`config.mk`:
```
export PLATFORM = sky130hd
export DESIGN_NAME = decimal_text_number_scanner_unit
export DESIGN_NICKNAME = d
export VERILOG_FILES = /design/src/rtl/dtns_pkg.sv /design/src/rtl/decimal_text_number_scanner_unit.sv /design/src/rtl/dtns_core.sv /design/src/rtl/dtns_outq.sv
export SDC_FILE = /design/constraint.sdc
export NUM_CORES = 1
export LEC_CHECK = 0
export ABC_AREA = 1
export ABC_CLOCK_PERIOD_IN_PS = 5800
export BUFFER_PORTS_ARGS = -buffer_cell sky130_fd_sc_hd__buf_2
export CAP_MARGIN = 0
export CORE_MARGIN = 8
export CORE_UTILIZATION = 25
export DETAILED_ROUTE_END_ITERATION = 16
export PLACE_DENSITY_LB_ADDON = 0.2
export SYNTH_ARGS = -nofsm -noshare
export SYNTH_HDL_FRONTEND = slang
export SYNTH_HIERARCHICAL = 1
export SYNTH_SLANG_ARGS = --single-unit
export TNS_END_PERCENT = 10
```
`constraint.sdc`:
```
create_clock -name clk -period 5.8 [get_ports clk]
set_clock_uncertainty 0.2 [all_clocks]
set_input_delay 0.58 -clock clk [delete_from_list [all_inputs] [get_ports clk]]
set_output_delay 0.58 -clock clk [all_outputs]
set_load 0.02 [all_outputs]
```
`src/rtl/dtns_pkg.sv`:
```
// Package: shared types, constants and the fraction weight table for the number scanner.
package dtns_pkg;

  localparam int INT_BITS        = 16;
  localparam int FRAC_BITS       = 16;
  localparam int MAX_FRAC_DIGITS = 5;

  // integer magnitude register is at least 4 bits so a single leading digit always fits
  localparam int ACC_W = (INT_BITS - 1 < 4) ? 4 : INT_BITS - 1;
  localparam int CNT_W = $clog2(MAX_FRAC_DIGITS + 1);
  localparam int MAG_W = ACC_W + FRAC_BITS;

  localparam logic [ACC_W-1:0]     IMAX = ACC_W'((64'd1 << (INT_BITS - 1)) - 64'd1);
  localparam logic [FRAC_BITS-1:0] FMAX = '1;

  localparam int QDEPTH = 4;
  localparam int QPW    = $clog2(QDEPTH);
  localparam int QCW    = $clog2(QDEPTH + 1);

  localparam logic [7:0] CH_NUL   = 8'h00;
  localparam logic [7:0] CH_MINUS = 8'h2D;
  localparam logic [7:0] CH_POINT = 8'h2E;
  localparam logic [7:0] CH_ZERO  = 8'h30;
  localparam logic [7:0] CH_NINE  = 8'h39;

  // round(2^FRAC_BITS / 10^k), half up, for k = 1..9
  localparam logic [63:0] TWO_F1 = 64'd1 << (FRAC_BITS + 1);
  localparam logic [63:0] FW1 = (TWO_F1 / 64'd10 + 64'd1) / 64'd2;
  localparam logic [63:0] FW2 = (TWO_F1 / 64'd100 + 64'd1) / 64'd2;
  localparam logic [63:0] FW3 = (TWO_F1 / 64'd1000 + 64'd1) / 64'd2;
  localparam logic [63:0] FW4 = (TWO_F1 / 64'd10000 + 64'd1) / 64'd2;
  localparam logic [63:0] FW5 = (TWO_F1 / 64'd100000 + 64'd1) / 64'd2;
  localparam logic [63:0] FW6 = (TWO_F1 / 64'd1000000 + 64'd1) / 64'd2;
  localparam logic [63:0] FW7 = (TWO_F1 / 64'd10000000 + 64'd1) / 64'd2;
  localparam logic [63:0] FW8 = (TWO_F1 / 64'd100000000 + 64'd1) / 64'd2;
  localparam logic [63:0] FW9 = (TWO_F1 / 64'd1000000000 + 64'd1) / 64'd2;

  typedef enum logic [1:0] {
    MODE_IDLE  = 2'd0,
    MODE_MINUS = 2'd1,
    MODE_INT   = 2'd2,
    MODE_FRAC  = 2'd3
  } scan_mode_t;

  typedef struct packed {
    logic [31:0] number_value;
    logic        number_found;
    logic        saturated_flag;
    logic        last_of_run;
  } res_t;

  typedef struct packed {
    res_t       r0;
    res_t       r1;
    logic [1:0] n;
  } core_out_t;

  typedef struct packed {
    logic [QCW-1:0] cnt;
  } q_stat_t;

  // weight of the fraction digit at position idx (0 = first after the point)
  function automatic logic [FRAC_BITS-1:0] frac_weight(input logic [3:0] idx);
    logic [63:0] w;
    unique case (idx)
      4'd0:    w = FW1;
      4'd1:    w = FW2;
      4'd2:    w = FW3;
      4'd3:    w = FW4;
      4'd4:    w = FW5;
      4'd5:    w = FW6;
      4'd6:    w = FW7;
      4'd7:    w = FW8;
      4'd8:    w = FW9;
      default: w = 64'd0;
    endcase
    return w[FRAC_BITS-1:0];
  endfunction

endpackage

```
`src/rtl/decimal_text_number_scanner_unit.sv`:
```
// Top level: input register, scanner core and result queue of the decimal number scanner.
// One character word is accepted per clock unless the result queue stalls the core. A character is
// held in the input register and parsed there combinationally; the resulting words (none, one, or two
// for a zero byte that closes a pending number) enter a four-word result queue that drives the
// out_ ports, so a result passes the input register and the queue before it appears. The core
// advances whenever the queue holds at most two words; with a result consumer that is always
// ready the rate is one character per cycle, and each zero byte that follows a number adds one
// extra output word. Values are signed Q16.16 with the integer part clamped at 32767.
module decimal_text_number_scanner_unit (
  input  logic        clk,
  input  logic        rst_n,
  input  logic        in_valid,
  output logic        in_ready,
  input  logic [7:0]  in_char_code,
  output logic        out_valid,
  input  logic        out_ready,
  output logic [31:0] out_number_value,
  output logic        out_number_found,
  output logic        out_saturated_flag,
  output logic        out_last_of_run
);
  import dtns_pkg::*;

  logic       in_v_r;
  logic [7:0] char_r;
  logic       fire;
  core_out_t  core_res;
  res_t       head;
  q_stat_t    qstat;

  // parse only when the queue has room for two words
  assign fire     = in_v_r && (qstat.cnt <= QCW'(QDEPTH - 2));
  assign in_ready = !in_v_r || fire;

  always_ff @(posedge clk) begin
    if (!rst_n) begin
      in_v_r <= 1'b0;
    end else if (in_ready) begin
      in_v_r <= in_valid;
    end
  end

  always_ff @(posedge clk) begin
    if (in_ready && in_valid) char_r <= in_char_code;
  end

  dtns_core u_core (
    .clk       (clk),
    .rst_n     (rst_n),
    .fire      (fire),
    .char_code (char_r),
    .res       (core_res)
  );

  dtns_outq u_outq (
    .clk        (clk),
    .rst_n      (rst_n),
    .push       (fire),
    .push_data  (core_res),
    .pop_ready  (out_ready),
    .head_valid (out_valid),
    .head       (head),
    .stat       (qstat)
  );

  assign out_number_value   = head.number_value;
  assign out_number_found   = head.number_found;
  assign out_saturated_flag = head.saturated_flag;
  assign out_last_of_run    = head.last_of_run;

`ifndef SYNTHESIS
  a_q_bound: assert property (@(posedge clk) disable iff (!rst_n)
    qstat.cnt <= QCW'(QDEPTH))
    else $error("result queue overfilled");

  a_pair_ends_eol: assert property (@(posedge clk) disable iff (!rst_n)
    fire && core_res.n == 2'd2 |->
      !core_res.r1.number_found && core_res.r1.last_of_run && !core_res.r0.last_of_run)
    else $error("two-word result not number then end-of-line");

  a_eol_word: assert property (@(posedge clk) disable iff (!rst_n)
    out_valid && !out_number_found |->
      out_last_of_run && !out_saturated_flag && out_number_value == 32'd0)
    else $error("malformed end-of-line word");
`endif

endmodule

```
`src/rtl/dtns_core.sv`:
```
// Scanner core: number state registers and the per-character parse step.
module dtns_core (
  input  logic                clk,
  input  logic                rst_n,
  input  logic                fire,
  input  logic [7:0]          char_code,
  output dtns_pkg::core_out_t res
);
  import dtns_pkg::*;

  scan_mode_t           mode_r, mode_nxt;
  logic                 neg_r, neg_nxt;
  logic [ACC_W-1:0]     acc_r, acc_nxt;
  logic [FRAC_BITS-1:0] fs_r, fs_nxt;
  logic [CNT_W-1:0]     fcnt_r, fcnt_nxt;
  logic                 ovf_r, ovf_nxt;

  logic                 digit;
  logic [3:0]           dval;
  logic [ACC_W+3:0]     int_sum;
  logic                 int_over;
  logic [FRAC_BITS+4:0] frac_sum;
  logic [63:0]          mag64;
  logic [31:0]          mag32;
  logic [31:0]          val;
  res_t                 num_w;
  res_t                 eol_w;

  assign digit = (char_code >= CH_ZERO) && (char_code <= CH_NINE);
  assign dval  = 4'(char_code - CH_ZERO);

  // acc*10 + d as shift-adds
  assign int_sum  = (ACC_W+4)'({acc_r, 3'b000}) + (ACC_W+4)'({acc_r, 1'b0}) +
                    (ACC_W+4)'(dval);
  assign int_over = int_sum > (ACC_W+4)'(IMAX);

  assign frac_sum = (FRAC_BITS+5)'(fs_r) +
                    (FRAC_BITS+5)'(dval) * (FRAC_BITS+5)'(frac_weight(4'(fcnt_r)));

  // fraction is below 2^FRAC_BITS, so the magnitude is a plain concatenation
  assign mag64 = 64'({acc_r, fs_r});
  assign mag32 = mag64[31:0];
  assign val   = neg_r ? (~mag32 + 32'd1) : mag32;

  assign num_w = '{number_value: val, number_found: 1'b1,
                   saturated_flag: ovf_r, last_of_run: 1'b1};
  assign eol_w = '{number_value: 32'd0, number_found: 1'b0,
                   saturated_flag: 1'b0, last_of_run: 1'b1};

  always_comb begin
    mode_nxt = mode_r;
    neg_nxt  = neg_r;
    acc_nxt  = acc_r;
    fs_nxt   = fs_r;
    fcnt_nxt = fcnt_r;
    ovf_nxt  = ovf_r;
    res      = '0;
    if (char_code == CH_NUL) begin
      if (mode_r == MODE_INT || mode_r == MODE_FRAC) begin
        res.r0             = num_w;
        res.r0.last_of_run = 1'b0;
        res.r1             = eol_w;
        res.n              = 2'd2;
      end else begin
        res.r0 = eol_w;
        res.n  = 2'd1;
      end
      mode_nxt = MODE_IDLE;
      neg_nxt  = 1'b0;
      acc_nxt  = '0;
      fs_nxt   = '0;
      fcnt_nxt = '0;
      ovf_nxt  = 1'b0;
    end else begin
      unique case (mode_r)
        MODE_IDLE: begin
          if (digit) begin
            mode_nxt = MODE_INT;
            acc_nxt  = ACC_W'(dval);
          end else if (char_code == CH_MINUS) begin
            mode_nxt = MODE_MINUS;
            neg_nxt  = 1'b1;
          end
        end
        MODE_MINUS: begin
          if (digit) begin
            mode_nxt = MODE_INT;
            acc_nxt  = ACC_W'(dval);
          end else if (char_code != CH_MINUS) begin
            mode_nxt = MODE_IDLE;
            neg_nxt  = 1'b0;
          end
        end
        MODE_INT, MODE_FRAC: begin
          if (digit) begin
            if (mode_r == MODE_INT) begin
              acc_nxt = int_over ? IMAX : int_sum[ACC_W-1:0];
              ovf_nxt = ovf_r | int_over;
            end else if (fcnt_r < CNT_W'(MAX_FRAC_DIGITS)) begin
              fs_nxt   = (frac_sum > (FRAC_BITS+5)'(FMAX)) ? FMAX
                                                          : frac_sum[FRAC_BITS-1:0];
              fcnt_nxt = fcnt_r + CNT_W'(1);
            end
          end else if (mode_r == MODE_INT && char_code == CH_POINT) begin
            mode_nxt = MODE_FRAC;
            fcnt_nxt = '0;
          end else begin
            // terminator: emit, then rescan it from idle (only '-' starts anything)
            res.r0   = num_w;
            res.n    = 2'd1;
            acc_nxt  = '0;
            fs_nxt   = '0;
            fcnt_nxt = '0;
            ovf_nxt  = 1'b0;
            if (char_code == CH_MINUS) begin
              mode_nxt = MODE_MINUS;
              neg_nxt  = 1'b1;
            end else begin
              mode_nxt = MODE_IDLE;
              neg_nxt  = 1'b0;
            end
          end
        end
      endcase
    end
  end

  always_ff @(posedge clk) begin
    if (!rst_n) begin
      mode_r <= MODE_IDLE;
      neg_r  <= 1'b0;
      acc_r  <= '0;
      fs_r   <= '0;
      fcnt_r <= '0;
      ovf_r  <= 1'b0;
    end else if (fire) begin
      mode_r <= mode_nxt;
      neg_r  <= neg_nxt;
      acc_r  <= acc_nxt;
      fs_r   <= fs_nxt;
      fcnt_r <= fcnt_nxt;
      ovf_r  <= ovf_nxt;
    end
  end

endmodule

```
`src/rtl/dtns_outq.sv`:
```
// Result queue: takes up to two words per cycle, hands out one word per cycle while the consumer is ready.
module dtns_outq (
  input  logic                clk,
  input  logic                rst_n,
  input  logic                push,
  input  dtns_pkg::core_out_t push_data,
  input  logic                pop_ready,
  output logic                head_valid,
  output dtns_pkg::res_t      head,
  output dtns_pkg::q_stat_t   stat
);
  import dtns_pkg::*;

  res_t           q_r [QDEPTH];
  logic [QPW-1:0] wp_r, wp_nxt;
  logic [QPW-1:0] rp_r, rp_nxt;
  logic [QCW-1:0] cnt_r, cnt_nxt;
  logic [1:0]     push_n;
  logic           pop;

  assign push_n     = push ? push_data.n : 2'd0;
  assign head_valid = cnt_r != '0;
  assign pop        = head_valid && pop_ready;
  assign head       = q_r[rp_r];
  assign stat.cnt   = cnt_r;

  assign wp_nxt  = wp_r + QPW'(push_n);
  assign rp_nxt  = rp_r + QPW'(pop);
  assign cnt_nxt = cnt_r + QCW'(push_n) - QCW'(pop);

  always_ff @(posedge clk) begin
    if (push_n != 2'd0) q_r[wp_r] <= push_data.r0;
    if (push_n == 2'd2) q_r[wp_r + QPW'(1)] <= push_data.r1;
  end

  always_ff @(posedge clk) begin
    if (!rst_n) begin
      wp_r  <= '0;
      rp_r  <= '0;
      cnt_r <= '0;
    end else begin
      wp_r  <= wp_nxt;
      rp_r  <= rp_nxt;
      cnt_r <= cnt_nxt;
    end
  end

endmodule
```
==> reports/qor.yml <==
outcome: "finished clean"
viasPerCell: 4.41
diodes: 0
maxCapViolations: 0
cp_max_fo: 16
track_usage_pct: 11.5
layout_min_cycle_time_ps: 4560
final_cell_mix: "nand2_1, inv_1, edfxtp_1, nor2_1, o21ai_1"
final_layout_size_suffix_gt1_share_pct: 11.3
grt_setup_unrepaired: "no"
dieArea_um2: 63100
dp_cells: 2393
cts_tree: "built"
critPathKind: "flip-flop to flip-flop"
synth-seq-area-share_pct: 39.8
grt_pass1_vias: 10500
coreArea_um2: 54900
final_nets: 1836
pre_cts_ws_ps: 1230
crit_required_ps: 6020
power_leakage_nw: 6.14
drt-pass1-iter-count: 5
power_mw: 4.33
root_buffer: "clkbuf_16"
synth_seq_cells: 201
hold_violations: 0
syn_inst: 1698
drt_iter0_drc: 562
fin_ws_ps: 1240
pin_count: 49
num_rows: 86
cp-end-kind: "flip-flop"
vias: 10800
gr-max-usage-layer: "met2"
drtAntennaViolNets: 0
yosys.cell_types.count: 49
grt_pass1_wl_mm: 58.9
h-tree-depth: 1
use_met3_pct: 1.75
cts.sinks: 201
p_per_area_nw_per_um2: 280
setup_viol: 0
fin_setup_tns_ps: 0
n_fill_cell: 5858
maxSlewViolCount: 0
port_buffers: 48
post_cts_buffers: 0
arrival_ps: 4780
worst_slew_pin_slew_ps: 826
gr-usage-met2_pct: 19.6
netlist_area_um2: 13800
drcViolationCount: 0
vdd_drop_max_mv: 0.166
cp-start-kind: "flip-flop"
clock_latency_ps: 560
grt_max_degree: 73
grt_use_met1_pct: 15.2
yosysWarnings: 6
wl_per_cell_um: 15.1
max_freq_mhz: 219
die_w_um: 251
start_util_pct: 25.2
die_h_um: 251
overflow: 0
clkSlewWorstSetupHoldPaths_ps: 60
drt_wl_total_mm: 37.0
dp_hpwl_mm: 25.3
area_growth_pct: 11.8
final_cells: 2451
clock_path_buffers: 3
syn_avg_cell_area_um2: 8.14
fin_crit_sh_pct: 78.6
cts_made_buffers: 27
grt_antenna_before_repair: 0
slew_headroom_pct: 44.9
gp_congestion: 0.832
hp-class: "input port to flip-flop"
layout_commonest_cell: "nand2_1"
## flip-flops by register name, indices dropped and copies added, names as in the netlist, named ones only
name	flops
u_outq/rp_r	2
u_core/fcnt_r	3
u_outq/stat	3
u_core/acc_r	15
u_core/neg_r	1
char_r	8
u_core/fs_r	16
u_outq/q_r	140
u_core/mode_r	2
u_core/ovf_r	1
in_v_r	1
u_outq/wp_r	2
## area by class of cell
cell class	instances	area [µm²]	share of cell area, %
well taps	704	881	5.70
repair buffers	73	448	2.90
clock inverters	12	179	1.16
inverters	227	852	5.51
flip-flops and latches	201	5510	35.6
clock buffers	38	727	4.70
multi-input cells	1196	6860	44.4
## metal layers
metal  vias to the layer above  routed length, µm
met3                        54               1330
met1                      4964              18000
li1                       5623                  -
met2                       175              16800
met4                         0                895
met5                         -                  0
## power breakdown
part	leakage (nW)	switching [mW]	internal (mW)
combinational	3.99	0.733	0.314
clock	0.440	0.656	1.06
sequential	1.71	0.0247	1.55
total	6.14	1.41	2.92
## worst paths after layout
check / startpoint / end / slack, ps / cells after the start
worst max register to register: char_r[1] / u_core/fs_r[12] / 1240 / 16
worst min-delay path: in_valid / in_v_r / 100 / 3
worst min register to register: u_core/fs_r[7] / u_core/fs_r[7] / 290 / 2
worst max-delay path: char_r[1] / u_core/fs_r[12] / 1240 / 16
## what timing repair did
item | CTS | global route
hold buffers | 8 | 0
hold endpoints to repair | 8 | 0
endpoints found under the setup margin | 0 | 0
resized for setup | 0 | 0
## kinds of logic after synthesis
| kind of cell | count (synthesis) | share of synthesized area (%) |
|---|---|---|
| buf+inv | 334 | 11.5 |
| other cells | 1 | 0.0271 |
| xor+xnor | 40 | 2.53 |
| fa+ha+maj | 98 | 10.6 |
| compound gates | 416 | 17.1 |
| flops | 201 | 39.8 |
| simple gates | 608 | 18.5 |
## synthesized netlist by cell type, drive strengths merged
library cell | instances | area (µm²)
o21ai | 271 | 1500
a31oi | 13 | 87.6
nand2 | 370 | 1420
inv | 225 | 845
fa | 31 | 621
a21o | 3 | 22.5
o22ai | 35 | 219
a41oi | 1 | 8.76
nor3 | 19 | 121
a211oi | 2 | 15.0
a21oi | 85 | 463
and3 | 2 | 12.5
o31ai | 1 | 7.51
xnor2 | 13 | 114
edfxtp | 148 | 4440
nand4 | 10 | 62.6
dfxtp | 53 | 1060
buf | 91 | 671
clkbuf | 16 | 60.1
nor4 | 3 | 18.8
nand3b | 2 | 15.0
clkinv | 2 | 7.51
conb | 1 | 3.75
ha | 67 | 838
or2 | 4 | 25.0
o21a | 2 | 15.0
o21bai | 3 | 22.5
xor2 | 27 | 236
nand3 | 39 | 223
and2 | 2 | 12.5
nor2 | 157 | 648
## through the flow
stage               instance area (µm²)  hold WS (ps)  util [%]
global placement                  14500           266      26.4
detailed placement                14500           274      26.4
floorplan                         13900           256         -
finish                            15500          96.0      28.2
CTS                               15500          64.8      28.2
global route                      15500          83.8      28.2
## critical path: stages (launching register included)
cell	delay [ps]
edfxtp_1	670
nand2_1	100
inv_1	190
fa_1	450
fa_1	550
inv_1	50
fa_1	490
inv_1	40
ha_1	340
a21oi_1	230
o21ai_0	140
a21oi_1	190
nand2_1	70
nand2_1	70
nand3_2	240
o21ai_0	290
a21oi_1	90
No activity file was read; power rests on OpenSTA's default activity.
